[config.mk]
export PLATFORM = sky130hd
export DESIGN_NAME = sieve_divisor_marker_flat
export DESIGN_NICKNAME = d
export VERILOG_FILES = /design/src/design/sdm_pkg.sv /design/src/design/sdm_if.sv /design/src/design/sdm_ram.sv /design/src/design/sdm_rem.sv /design/src/design/sieve_divisor_marker.sv /design/src/flat_wrapper.sv
export SDC_FILE = /design/constraint.sdc
export NUM_CORES = 2
export LEC_CHECK = 0
export BUFFER_PORTS_ARGS = -buffer_cell sky130_fd_sc_hd__buf_2
export CORE_AREA = 10 10 608 610
export DETAILED_ROUTE_END_ITERATION = 16
export DIE_AREA = 0 0 618 620
export HOLD_SLACK_MARGIN = 0.15
export PLACE_DENSITY = 0.4
export SYNTH_ARGS = -nofsm -noshare
export SYNTH_HDL_FRONTEND = slang
export SYNTH_SLANG_ARGS = --single-unit
[constraint.sdc]
create_clock -name i_clk -period 8.83 [get_ports i_clk]
set_input_delay 1.3245 -clock i_clk [delete_from_list [all_inputs] [get_ports i_clk]]
set_output_delay 1.3245 -clock i_clk [all_outputs]
set_load 0.005 [all_outputs]
[src/design/sdm_pkg.sv]
// sdm_pkg: shared codes, field widths and status struct for the sieve divisor marker
// no dependencies; used by the interfaces, the remainder unit and the top level

package sdm_pkg;

    // width of the item_value field on the request channel
    localparam int ITEM_W = 32;

    // request mode codes
    localparam logic [1:0] MODE_CLEAR  = 2'd0;
    localparam logic [1:0] MODE_APPEND = 2'd1;
    localparam logic [1:0] MODE_TEST   = 2'd2;

    // result status codes
    localparam logic [1:0] ST_OK   = 2'd0;
    localparam logic [1:0] ST_LOW  = 2'd1;
    localparam logic [1:0] ST_FULL = 2'd2;

    // smallest value accepted into the prime table
    localparam int MIN_PRIME = 2;

    // status from the serial remainder unit to the sequencer
    typedef struct packed {
        logic busy;
        logic done;
        logic zero;
    } t_rem_stat;

endpackage

[src/design/sdm_if.sv]
// sdm_req_if / sdm_res_if: valid-ready channels of the sieve divisor marker
// depends on sdm_pkg for the field widths

interface sdm_req_if;
    logic                       valid;
    logic                       ready;
    logic [1:0]                 mode;
    logic [sdm_pkg::ITEM_W-1:0] item_value;
    logic                       flag_in;

    modport source (output valid, mode, item_value, flag_in, input ready);
    modport sink   (input valid, mode, item_value, flag_in, output ready);
endinterface

interface sdm_res_if;
    logic       valid;
    logic       ready;
    logic       flag_out;
    logic [1:0] status;

    modport source (output valid, flag_out, status, input ready);
    modport sink   (input valid, flag_out, status, output ready);
endinterface

[src/design/sdm_ram.sv]
// sdm_ram: generic simple dual-port ram, one write and one registered read port
// no dependencies

module sdm_ram #(
    parameter int WIDTH  = 32,
    parameter int DEPTH  = 64,
    parameter int ADDR_W = (DEPTH > 1) ? $clog2(DEPTH) : 1
) (
    input  logic              i_clk,
    input  logic              i_wr_en,
    input  logic [ADDR_W-1:0] i_wr_addr,
    input  logic [WIDTH-1:0]  i_wr_data,
    input  logic              i_rd_en,
    input  logic [ADDR_W-1:0] i_rd_addr,
    output logic [WIDTH-1:0]  o_rd_data
);

    logic [WIDTH-1:0] r_mem [DEPTH];
    logic [WIDTH-1:0] r_rd_data;

    // write port
    always_ff @(posedge i_clk) begin
        if (i_wr_en) begin
            r_mem[i_wr_addr] <= i_wr_data;
        end
    end

    // registered read port
    always_ff @(posedge i_clk) begin
        if (i_rd_en) begin
            r_rd_data <= r_mem[i_rd_addr];
        end
    end

    assign o_rd_data = r_rd_data;

endmodule

[src/design/sdm_rem.sv]
// sdm_rem: bit-serial restoring remainder unit, one dividend bit per cycle
// depends on sdm_pkg for the status struct

module sdm_rem #(
    parameter int VW = 32
) (
    input  logic              i_clk,
    input  logic              i_rst_n,
    input  logic              i_start,
    input  logic [VW-1:0]     i_dividend,
    input  logic [VW-1:0]     i_divisor,
    output sdm_pkg::t_rem_stat o_stat
);

    localparam int CNT_W = $clog2(VW + 1);

    logic [CNT_W-1:0] r_cnt;
    logic             r_done;
    logic [VW-1:0]    r_rem;
    logic [VW-1:0]    r_shift;
    logic [VW-1:0]    r_div;
    logic [VW:0]      n_trial;
    logic             n_fits;

    // trial subtract of the divisor from the remainder with the next dividend bit
    always_comb begin
        n_trial = {r_rem, r_shift[VW-1]};
        n_fits  = (n_trial >= {1'b0, r_div});
    end

    // step counter and done pulse
    always_ff @(posedge i_clk) begin
        if (!i_rst_n) begin
            r_cnt  <= '0;
            r_done <= 1'b0;
        end else begin
            r_done <= 1'b0;
            if (i_start) begin
                r_cnt <= CNT_W'(VW);
            end else if (r_cnt != '0) begin
                r_cnt <= r_cnt - CNT_W'(1);
                if (r_cnt == CNT_W'(1)) begin
                    r_done <= 1'b1;
                end
            end
        end
    end

    // remainder and dividend shift registers
    always_ff @(posedge i_clk) begin
        if (i_start) begin
            r_rem   <= '0;
            r_shift <= i_dividend;
            r_div   <= i_divisor;
        end else if (r_cnt != '0) begin
            r_shift <= {r_shift[VW-2:0], 1'b0};
            if (n_fits) begin
                r_rem <= VW'(n_trial - {1'b0, r_div});
            end else begin
                r_rem <= n_trial[VW-1:0];
            end
        end
    end

    assign o_stat.busy = (r_cnt != '0);
    assign o_stat.done = r_done;
    assign o_stat.zero = (r_rem == '0);

endmodule

[src/design/sieve_divisor_marker.sv]
// sieve_divisor_marker: top level, prime table, walk sequencer and result register
// depends on sdm_pkg, sdm_if, sdm_ram and sdm_rem
//
// Usage:
//   i_req carries requests: mode clear empties the prime table, mode append
//   stores one prime (below 2 gives status low, a full table gives status
//   full), mode test checks a candidate against the stored primes.
//   o_res returns exactly one result per request: flag_out and status.
//   Clear, append, unused modes, a test with the flag clear and a test on an
//   empty table give their result in the cycle after the request is taken.
//   A test with the flag set walks the table, one prime at a time: for each
//   prime the sequencer reads the table, fetches the prime, runs the
//   bit-serial remainder unit on min(VALUE_BITS,32) bits and checks the remainder.
//   The walk stops early at the first prime that divides the candidate.
//   Requests are taken only while no walk is running and the result register
//   is empty or being emptied in the same cycle; a stalled receiver holds
//   the result and so blocks further requests.
//   Reset empties the table count and drops any pending result; table
//   contents are not cleared, entries past the count are never read.

module sieve_divisor_marker #(
    parameter int MAX_PRIMES = 64,
    parameter int VALUE_BITS = 32
) (
    input  logic             i_clk,
    input  logic             i_rst_n,
    sdm_req_if.sink          i_req,
    sdm_res_if.source        o_res
);

    localparam int VW     = (VALUE_BITS < sdm_pkg::ITEM_W) ? VALUE_BITS : sdm_pkg::ITEM_W;
    localparam int AW     = (MAX_PRIMES > 1) ? $clog2(MAX_PRIMES) : 1;
    localparam int CW     = $clog2(MAX_PRIMES + 1);

    typedef enum logic [1:0] {
        S_IDLE,
        S_READ,
        S_FETCH,
        S_DIVIDE
    } t_state;

    t_state              r_state;
    logic [CW-1:0]       r_count;
    logic [CW-1:0]       r_idx;
    logic [VW-1:0]       r_cand;
    logic [VW-1:0]       r_prime;
    logic                r_res_valid;
    logic                r_flag_out;
    logic [1:0]          r_status;

    logic                req_take;
    logic [VW-1:0]       req_val;
    logic                wr_en;
    logic                rd_en;
    logic [VW-1:0]       rd_data;
    logic                div_start;
    sdm_pkg::t_rem_stat  rem_stat;
    logic                hit;
    logic                last;

    // request handshake
    assign i_req.ready = (r_state == S_IDLE) && (!r_res_valid || o_res.ready);
    assign req_take    = i_req.valid && i_req.ready;
    assign req_val     = i_req.item_value[VW-1:0];

    // table write on an accepted append of a value of 2 or more, with room
    assign wr_en = req_take && (i_req.mode == sdm_pkg::MODE_APPEND)
                   && (req_val >= VW'(sdm_pkg::MIN_PRIME))
                   && (r_count < CW'(MAX_PRIMES));

    assign rd_en     = (r_state == S_READ);
    assign div_start = (r_state == S_FETCH);

    // divisibility check once the remainder is known
    assign hit  = rem_stat.zero && (r_cand > r_prime);
    assign last = ((r_idx + CW'(1)) == r_count);

    sdm_ram #(
        .WIDTH (VW),
        .DEPTH (MAX_PRIMES),
        .ADDR_W(AW)
    ) u_table (
        .i_clk    (i_clk),
        .i_wr_en  (wr_en),
        .i_wr_addr(r_count[AW-1:0]),
        .i_wr_data(req_val),
        .i_rd_en  (rd_en),
        .i_rd_addr(r_idx[AW-1:0]),
        .o_rd_data(rd_data)
    );

    sdm_rem #(
        .VW(VW)
    ) u_rem (
        .i_clk     (i_clk),
        .i_rst_n   (i_rst_n),
        .i_start   (div_start),
        .i_dividend(r_cand),
        .i_divisor (rd_data),
        .o_stat    (rem_stat)
    );

    // sequencer, table count and result register
    always_ff @(posedge i_clk) begin
        if (!i_rst_n) begin
            r_state     <= S_IDLE;
            r_count     <= '0;
            r_idx       <= '0;
            r_res_valid <= 1'b0;
        end else begin
            if (r_res_valid && o_res.ready) begin
                r_res_valid <= 1'b0;
            end
            case (r_state)
                S_IDLE: begin
                    if (req_take) begin
                        r_flag_out <= 1'b0;
                        r_status   <= sdm_pkg::ST_OK;
                        case (i_req.mode)
                            sdm_pkg::MODE_CLEAR: begin
                                r_count     <= '0;
                                r_res_valid <= 1'b1;
                            end
                            sdm_pkg::MODE_APPEND: begin
                                r_res_valid <= 1'b1;
                                if (req_val < VW'(sdm_pkg::MIN_PRIME)) begin
                                    r_status <= sdm_pkg::ST_LOW;
                                end else if (r_count >= CW'(MAX_PRIMES)) begin
                                    r_status <= sdm_pkg::ST_FULL;
                                end else begin
                                    r_count <= r_count + CW'(1);
                                end
                            end
                            sdm_pkg::MODE_TEST: begin
                                if (i_req.flag_in && (r_count != '0)) begin
                                    r_cand  <= req_val;
                                    r_idx   <= '0;
                                    r_state <= S_READ;
                                end else begin
                                    r_flag_out  <= i_req.flag_in;
                                    r_res_valid <= 1'b1;
                                end
                            end
                            default: begin
                                r_res_valid <= 1'b1;
                            end
                        endcase
                    end
                end
                S_READ: begin
                    r_state <= S_FETCH;
                end
                S_FETCH: begin
                    r_prime <= rd_data;
                    r_state <= S_DIVIDE;
                end
                S_DIVIDE: begin
                    if (rem_stat.done) begin
                        if (hit || last) begin
                            r_flag_out  <= !hit;
                            r_status    <= sdm_pkg::ST_OK;
                            r_res_valid <= 1'b1;
                            r_state     <= S_IDLE;
                        end else begin
                            r_idx   <= r_idx + CW'(1);
                            r_state <= S_READ;
                        end
                    end
                end
                default: begin
                    r_state <= S_IDLE;
                end
            endcase
        end
    end

    assign o_res.valid    = r_res_valid;
    assign o_res.flag_out = r_flag_out;
    assign o_res.status   = r_status;

`ifndef SYNTHESIS
    // table count stays within the table
    a_count_range: assert property (@(posedge i_clk) disable iff (!i_rst_n)
        r_count <= CW'(MAX_PRIMES))
        else $error("prime count beyond table depth");

    // a walk only visits filled entries
    a_walk_idx: assert property (@(posedge i_clk) disable iff (!i_rst_n)
        (r_state != S_IDLE) |-> (r_idx < r_count))
        else $error("walk index past prime count");

    // remainder unit finishes only while the sequencer waits for it
    a_done_state: assert property (@(posedge i_clk) disable iff (!i_rst_n)
        rem_stat.done |-> (r_state == S_DIVIDE))
        else $error("remainder done outside divide state");

    // no result is produced while the remainder unit is running
    a_busy_no_result: assert property (@(posedge i_clk) disable iff (!i_rst_n)
        rem_stat.busy |-> (!r_res_valid && (r_state == S_DIVIDE)))
        else $error("result pending during remainder walk");

    // test on an empty table passes the flag straight through
    a_empty_pass: assert property (@(posedge i_clk) disable iff (!i_rst_n)
        (req_take && (i_req.mode == sdm_pkg::MODE_TEST) && (r_count == '0))
        |=> (r_res_valid && (r_flag_out == $past(i_req.flag_in))))
        else $error("empty table test did not pass the flag");
`endif

endmodule

[src/flat_wrapper.sv]
// flat-port wrapper written by rule: the top's interface ports become plain ports
module sieve_divisor_marker_flat 
#(
    parameter int MAX_PRIMES = 64,
    parameter int VALUE_BITS = 32
)
  (i_clk, i_rst_n, i_req_valid, i_req_mode, i_req_item_value, i_req_flag_in, i_req_ready, o_res_valid, o_res_flag_out, o_res_status, o_res_ready);
  sdm_req_if i_req_i ();
  sdm_res_if o_res_i ();
  input  logic i_clk;
  input  logic i_rst_n;
  input wire logic [$bits(i_req_i.valid)-1:0] i_req_valid;
  input wire logic [$bits(i_req_i.mode)-1:0] i_req_mode;
  input wire logic [$bits(i_req_i.item_value)-1:0] i_req_item_value;
  input wire logic [$bits(i_req_i.flag_in)-1:0] i_req_flag_in;
  output wire logic [$bits(i_req_i.ready)-1:0] i_req_ready;
  output wire logic [$bits(o_res_i.valid)-1:0] o_res_valid;
  output wire logic [$bits(o_res_i.flag_out)-1:0] o_res_flag_out;
  output wire logic [$bits(o_res_i.status)-1:0] o_res_status;
  input wire logic [$bits(o_res_i.ready)-1:0] o_res_ready;
  assign i_req_i.valid = i_req_valid;
  assign i_req_i.mode = i_req_mode;
  assign i_req_i.item_value = i_req_item_value;
  assign i_req_i.flag_in = i_req_flag_in;
  assign i_req_ready = i_req_i.ready;
  assign o_res_valid = o_res_i.valid;
  assign o_res_flag_out = o_res_i.flag_out;
  assign o_res_status = o_res_i.status;
  assign o_res_i.ready = o_res_ready;
  sieve_divisor_marker #(.MAX_PRIMES(MAX_PRIMES), .VALUE_BITS(VALUE_BITS)) u_core (.i_clk(i_clk), .i_rst_n(i_rst_n), .i_req(i_req_i), .o_res(o_res_i));
endmodule
==> flow_summary_export.csv <==
group,metric,value,unit
power,sw_frac_of_total,24.3,%
clock_network,htree_levels,5,
sta,worst_slew_pin_slew,1290,ps
clock_network,clk_path_buf_depth,4,
clock_network,clk_pin_slew,60,ps
setup_path,reg2regPathDepth,7,
finish,fin_util,29.1,%
drt,viasPerCell,4.60,
synth,yosys.area_share.simple,1.97,%
placement,pre_cts_ws,2120,ps
finish,drive_gt1_share,29.3,%
sta,worst_slack,2970,ps
sta,fmax,171,MHz
sta,period_share,66.4,%
synth,synth_top_family_by_area,"multiplexers",
drt,drtAntennaViolNets,0,
sta,finClkSkew,54.0,ps
clock_network,ctsResizeCount,0,
die,die_h,620,microns
setup_path,reg2reg_to,"u_core.u_table.r_mem[52][27]",
sta,fin_tns_setup,0,ps
synth,syn_nets,4104,
grt,grt_max_degree,121,
die,ios,44,
power,ir_drop,0.129,mV
run,cap_violations,0,
synth,synth_compound_area_share,1.56,%
power,p_comb_share,8.0,%
drt,wl_met2,135,mm
finish,stdcell_count,9210,
placement,numPortBuffers,43,
grt,grtUsageTotal,14.5,%
drt,top_layer,"met5",
placement,gp_congestion,0.780,
sta,relSlewSlack,13.2,%
setup_path,setup.worst_path.end,"u_core.u_table.r_mem[52][27]",
setup_path,start_kind,"input pin",
power,p_leak,0.0309,uW
sta,drv_slew,0,
synth,ys_seq_area_share,76.0,%
setup_path,critical_path_class,"in2reg",
synth,syn_area_per_cell,22.3,sq um
sta,setup_viol,0,
clock_network,cts_setup_buffers,0,
finish,area_delta_synth_final,17.1,%
sta,finalHoldViolations,0,
setup_path,reg2reg_slack,3900,ps
synth,synth_edf_count,2211,
die,die_area,383000,sq um
clock_network,clock-sinks,2267,
sta,rsz0062_at_grt,"false",
clock_network,clk_latency,900,ps
synth,postSynthCellCount,3990,
synth,synth_top_area_share,74.7,%
setup_path,worstPathMaxFanout,35,
grt,first_global_vias,43300,
placement,hpwl,178,mm
setup_path,cp.required,9310,ps
die,die_x,618,microns
worst_hold_path,min_path_type,"reg2reg",
power,power_density,239,nW/um^2
synth,synthXorXnorAreaFrac,0.414,%
clock_network,ctsHoldBuffers,0,
grt,grt_overflow,0,
drt,drt_wl_total,285,mm
outcome,run_status,"completed",
synth,ys_types,66,
power,seqPwrFrac,49.6,%
finish,nets,4341,
sta,fin_crit,5860,ps
synth,synth_area_leaders,"edfxtp_1 (75%), mux4_2 (17%), dfxtp_1 (1.3%)",
synth,yosysWarnings,0,
drt,wl_per_cell,30.9,microns
setup_path,crit_path_end_kind,"flip-flop",
placement,post-place-cells,8731,
power,intPower,18800,uW
drt,vias,42300,
setup_path,startpoint,"i_req_item_value[20]",
power,clockPowerShare,42.4,%
clock_network,cts_tree,"yes",
drt,m1WireLength,129,mm
grt,antenna_found_initial,57,
synth,ys_ff_latch,2267,
synth,async_reset_ff_share,0,%
drt,drc,0,
die,rows,220,
synth,synthFlopType,"edfxtp_1",
drt,drt-pass1-iter-count,8,
die,start_util,24.9,%
synth,synth_fa_ha_area_share,1.06,%
sta,holdWs,462,ps
die,fp.coreArea,358000,sq um
drt,detail_route.iter0.violations,4505,
drt,routed-wl-met3,15.7,mm
setup_path,r2r_start,"u_core.r_state[0]",
grt,grt_pass1_wl,387,mm
power,p_sw,6040,uW
synth,synth_area,88900,sq um
clock_network,clockRootBuffer,"clkbuf_16",
clock_network,numCtsBuffers,267,
synth,yosysTopAreaCell,"edfxtp_1",
synth,synth_mux_area_share,17.7,%
setup_path,arrival,6350,ps
-- kinds of logic (layout without fill, tap and decap cells) --
family | count (synthesis) | count (layout)
flip-flops | 2267 | 2267
multiplexers | 741 | 741
AND/OR/NAND/NOR | 364 | 364
buffers and inverters | 283 | 718
AO/OA/AOI/OAI | 218 | 218
adder cells (fa/ha/maj) | 75 | 75
XOR/XNOR | 42 | 42
other | 0 | 12
-- cell usage in the layout, fill, tap and decap left out, types with 8 or more instances in the layout --
master,Yosys,final
edfxtp_1,2211,2211
mux4_2,657,657
clkbuf_16,0,270
buf_4,7,106
inv_1,93,92
nor2_1,143,78
nand2_1,76,76
ha_1,74,72
clkbuf_1,95,67
nor2_4,0,65
a21oi_1,53,53
clkinv_1,0,51
dfxtp_1,56,50
mux2_2,46,46
buf_2,59,43
o21ai_0,42,42
mux2i_1,38,38
clkinv_2,0,32
xnor2_1,25,25
nand3_1,24,22
a211oi_1,22,22
nand4_1,20,20
nor4_1,20,18
xor2_1,17,17
o21ai_1,16,16
a31oi_1,13,13
diode_2,0,12
and3_1,11,11
o21a_1,11,11
nand2b_1,10,10
a21o_1,9,9
buf_12,0,9
nand3b_1,8,8
or4_1,8,8
clkinv_16,0,8
bufinv_16,0,8
-- routing by layer --
metal	vias to the layer above	track usage, %
li1	17400	-
met1	23400	20.8
met2	1262	23.5
met3	279	2.23
met4	6	2.71
met5	-	0
-- synthesized netlist by cell type, types with 38 or more instances --
cell,count
a21oi_1,53
buf_2,59
clkbuf_1,95
dfxtp_1,56
edfxtp_1,2211
ha_1,74
inv_1,93
mux2_2,46
mux2i_1,38
mux4_2,657
nand2_1,76
nor2_1,143
o21ai_0,42
-- power groups by stage --
stage / clock (uW) / sequential [uW] / combinational [uW]
floorplan: 0 / 12400 / 1250
finish: 10500 / 12300 / 1990
global route: 11200 / 12300 / 2200
detailed placement: 0 / 12500 / 2020
global placement: 0 / 12500 / 2000
CTS: 10800 / 12300 / 2030
-- worst max-delay path: stages --
cell	delay, ps
buf_2	750
nor4_1	330
nand4_1	290
nor2_1	130
nor4_1	880
and2_0	410
nand3_2	810
nor2_4	1260
-- flip-flops by register name (all words and copies together) (netlist names) --
name / cells
u_core.u_rem.r_cnt: 6
u_core.u_rem.r_div: 32
u_core.u_table.o_rd_data: 32
u_core.u_rem.r_shift: 32
u_core.o_res.valid: 1
u_core.o_res.status: 2
u_core.u_table.r_mem: 2048
u_core.u_rem.r_rem: 32
u_core.r_idx: 7
u_core.u_rem.r_done: 1
u_core.r_cand: 32
u_core.o_res.flag_out: 1
u_core.r_prime: 32
u_core.r_state: 2
u_core.r_count: 7
-- how the worst min path moves through the flow --
| stage | depth (start not counted) | to | slack, ps | start |
|---|---|---|---|---|
| after floorplan | 0 | u_core.r_prime[0] | 420 | u_core.u_table.o_rd_data[0] |
| after global placement | 0 | u_core.r_prime[5] | 440 | u_core.u_table.o_rd_data[5] |
| after detailed placement | 0 | u_core.r_prime[16] | 460 | u_core.u_table.o_rd_data[16] |
| after CTS | 0 | u_core.r_prime[16] | 470 | u_core.u_table.o_rd_data[16] |
| after global routing | 0 | u_core.r_prime[16] | 480 | u_core.u_table.o_rd_data[16] |
| final | 0 | u_core.r_prime[16] | 460 | u_core.u_table.o_rd_data[16] |
-- per-stage QoR --
stage          total power, uW  instance area [sq um]
6_report                 24800                 104000
5_1_grt                  25700                 104000
4_1_cts                  25100                 104000
3_5_place_dp             14600                  95700
3_3_place_gp             14500                  95700
2_1_floorplan            13700                  88900
-- final cells by class --
| class | count | area [sq um] |
|---|---|---|
| antenna | 12 | 30.0 |
| clock buffer | 342 | 7080 |
| clock inverter | 125 | 1180 |
| fill | 34700 | 254000 |
| inverter | 93 | 349 |
| multi-input combinational | 1440 | 20700 |
| sequential | 2267 | 67500 |
| tap | 4773 | 5970 |
| timing repair buffer | 158 | 1190 |
Note: power is estimated with default switching activity, not from simulation.
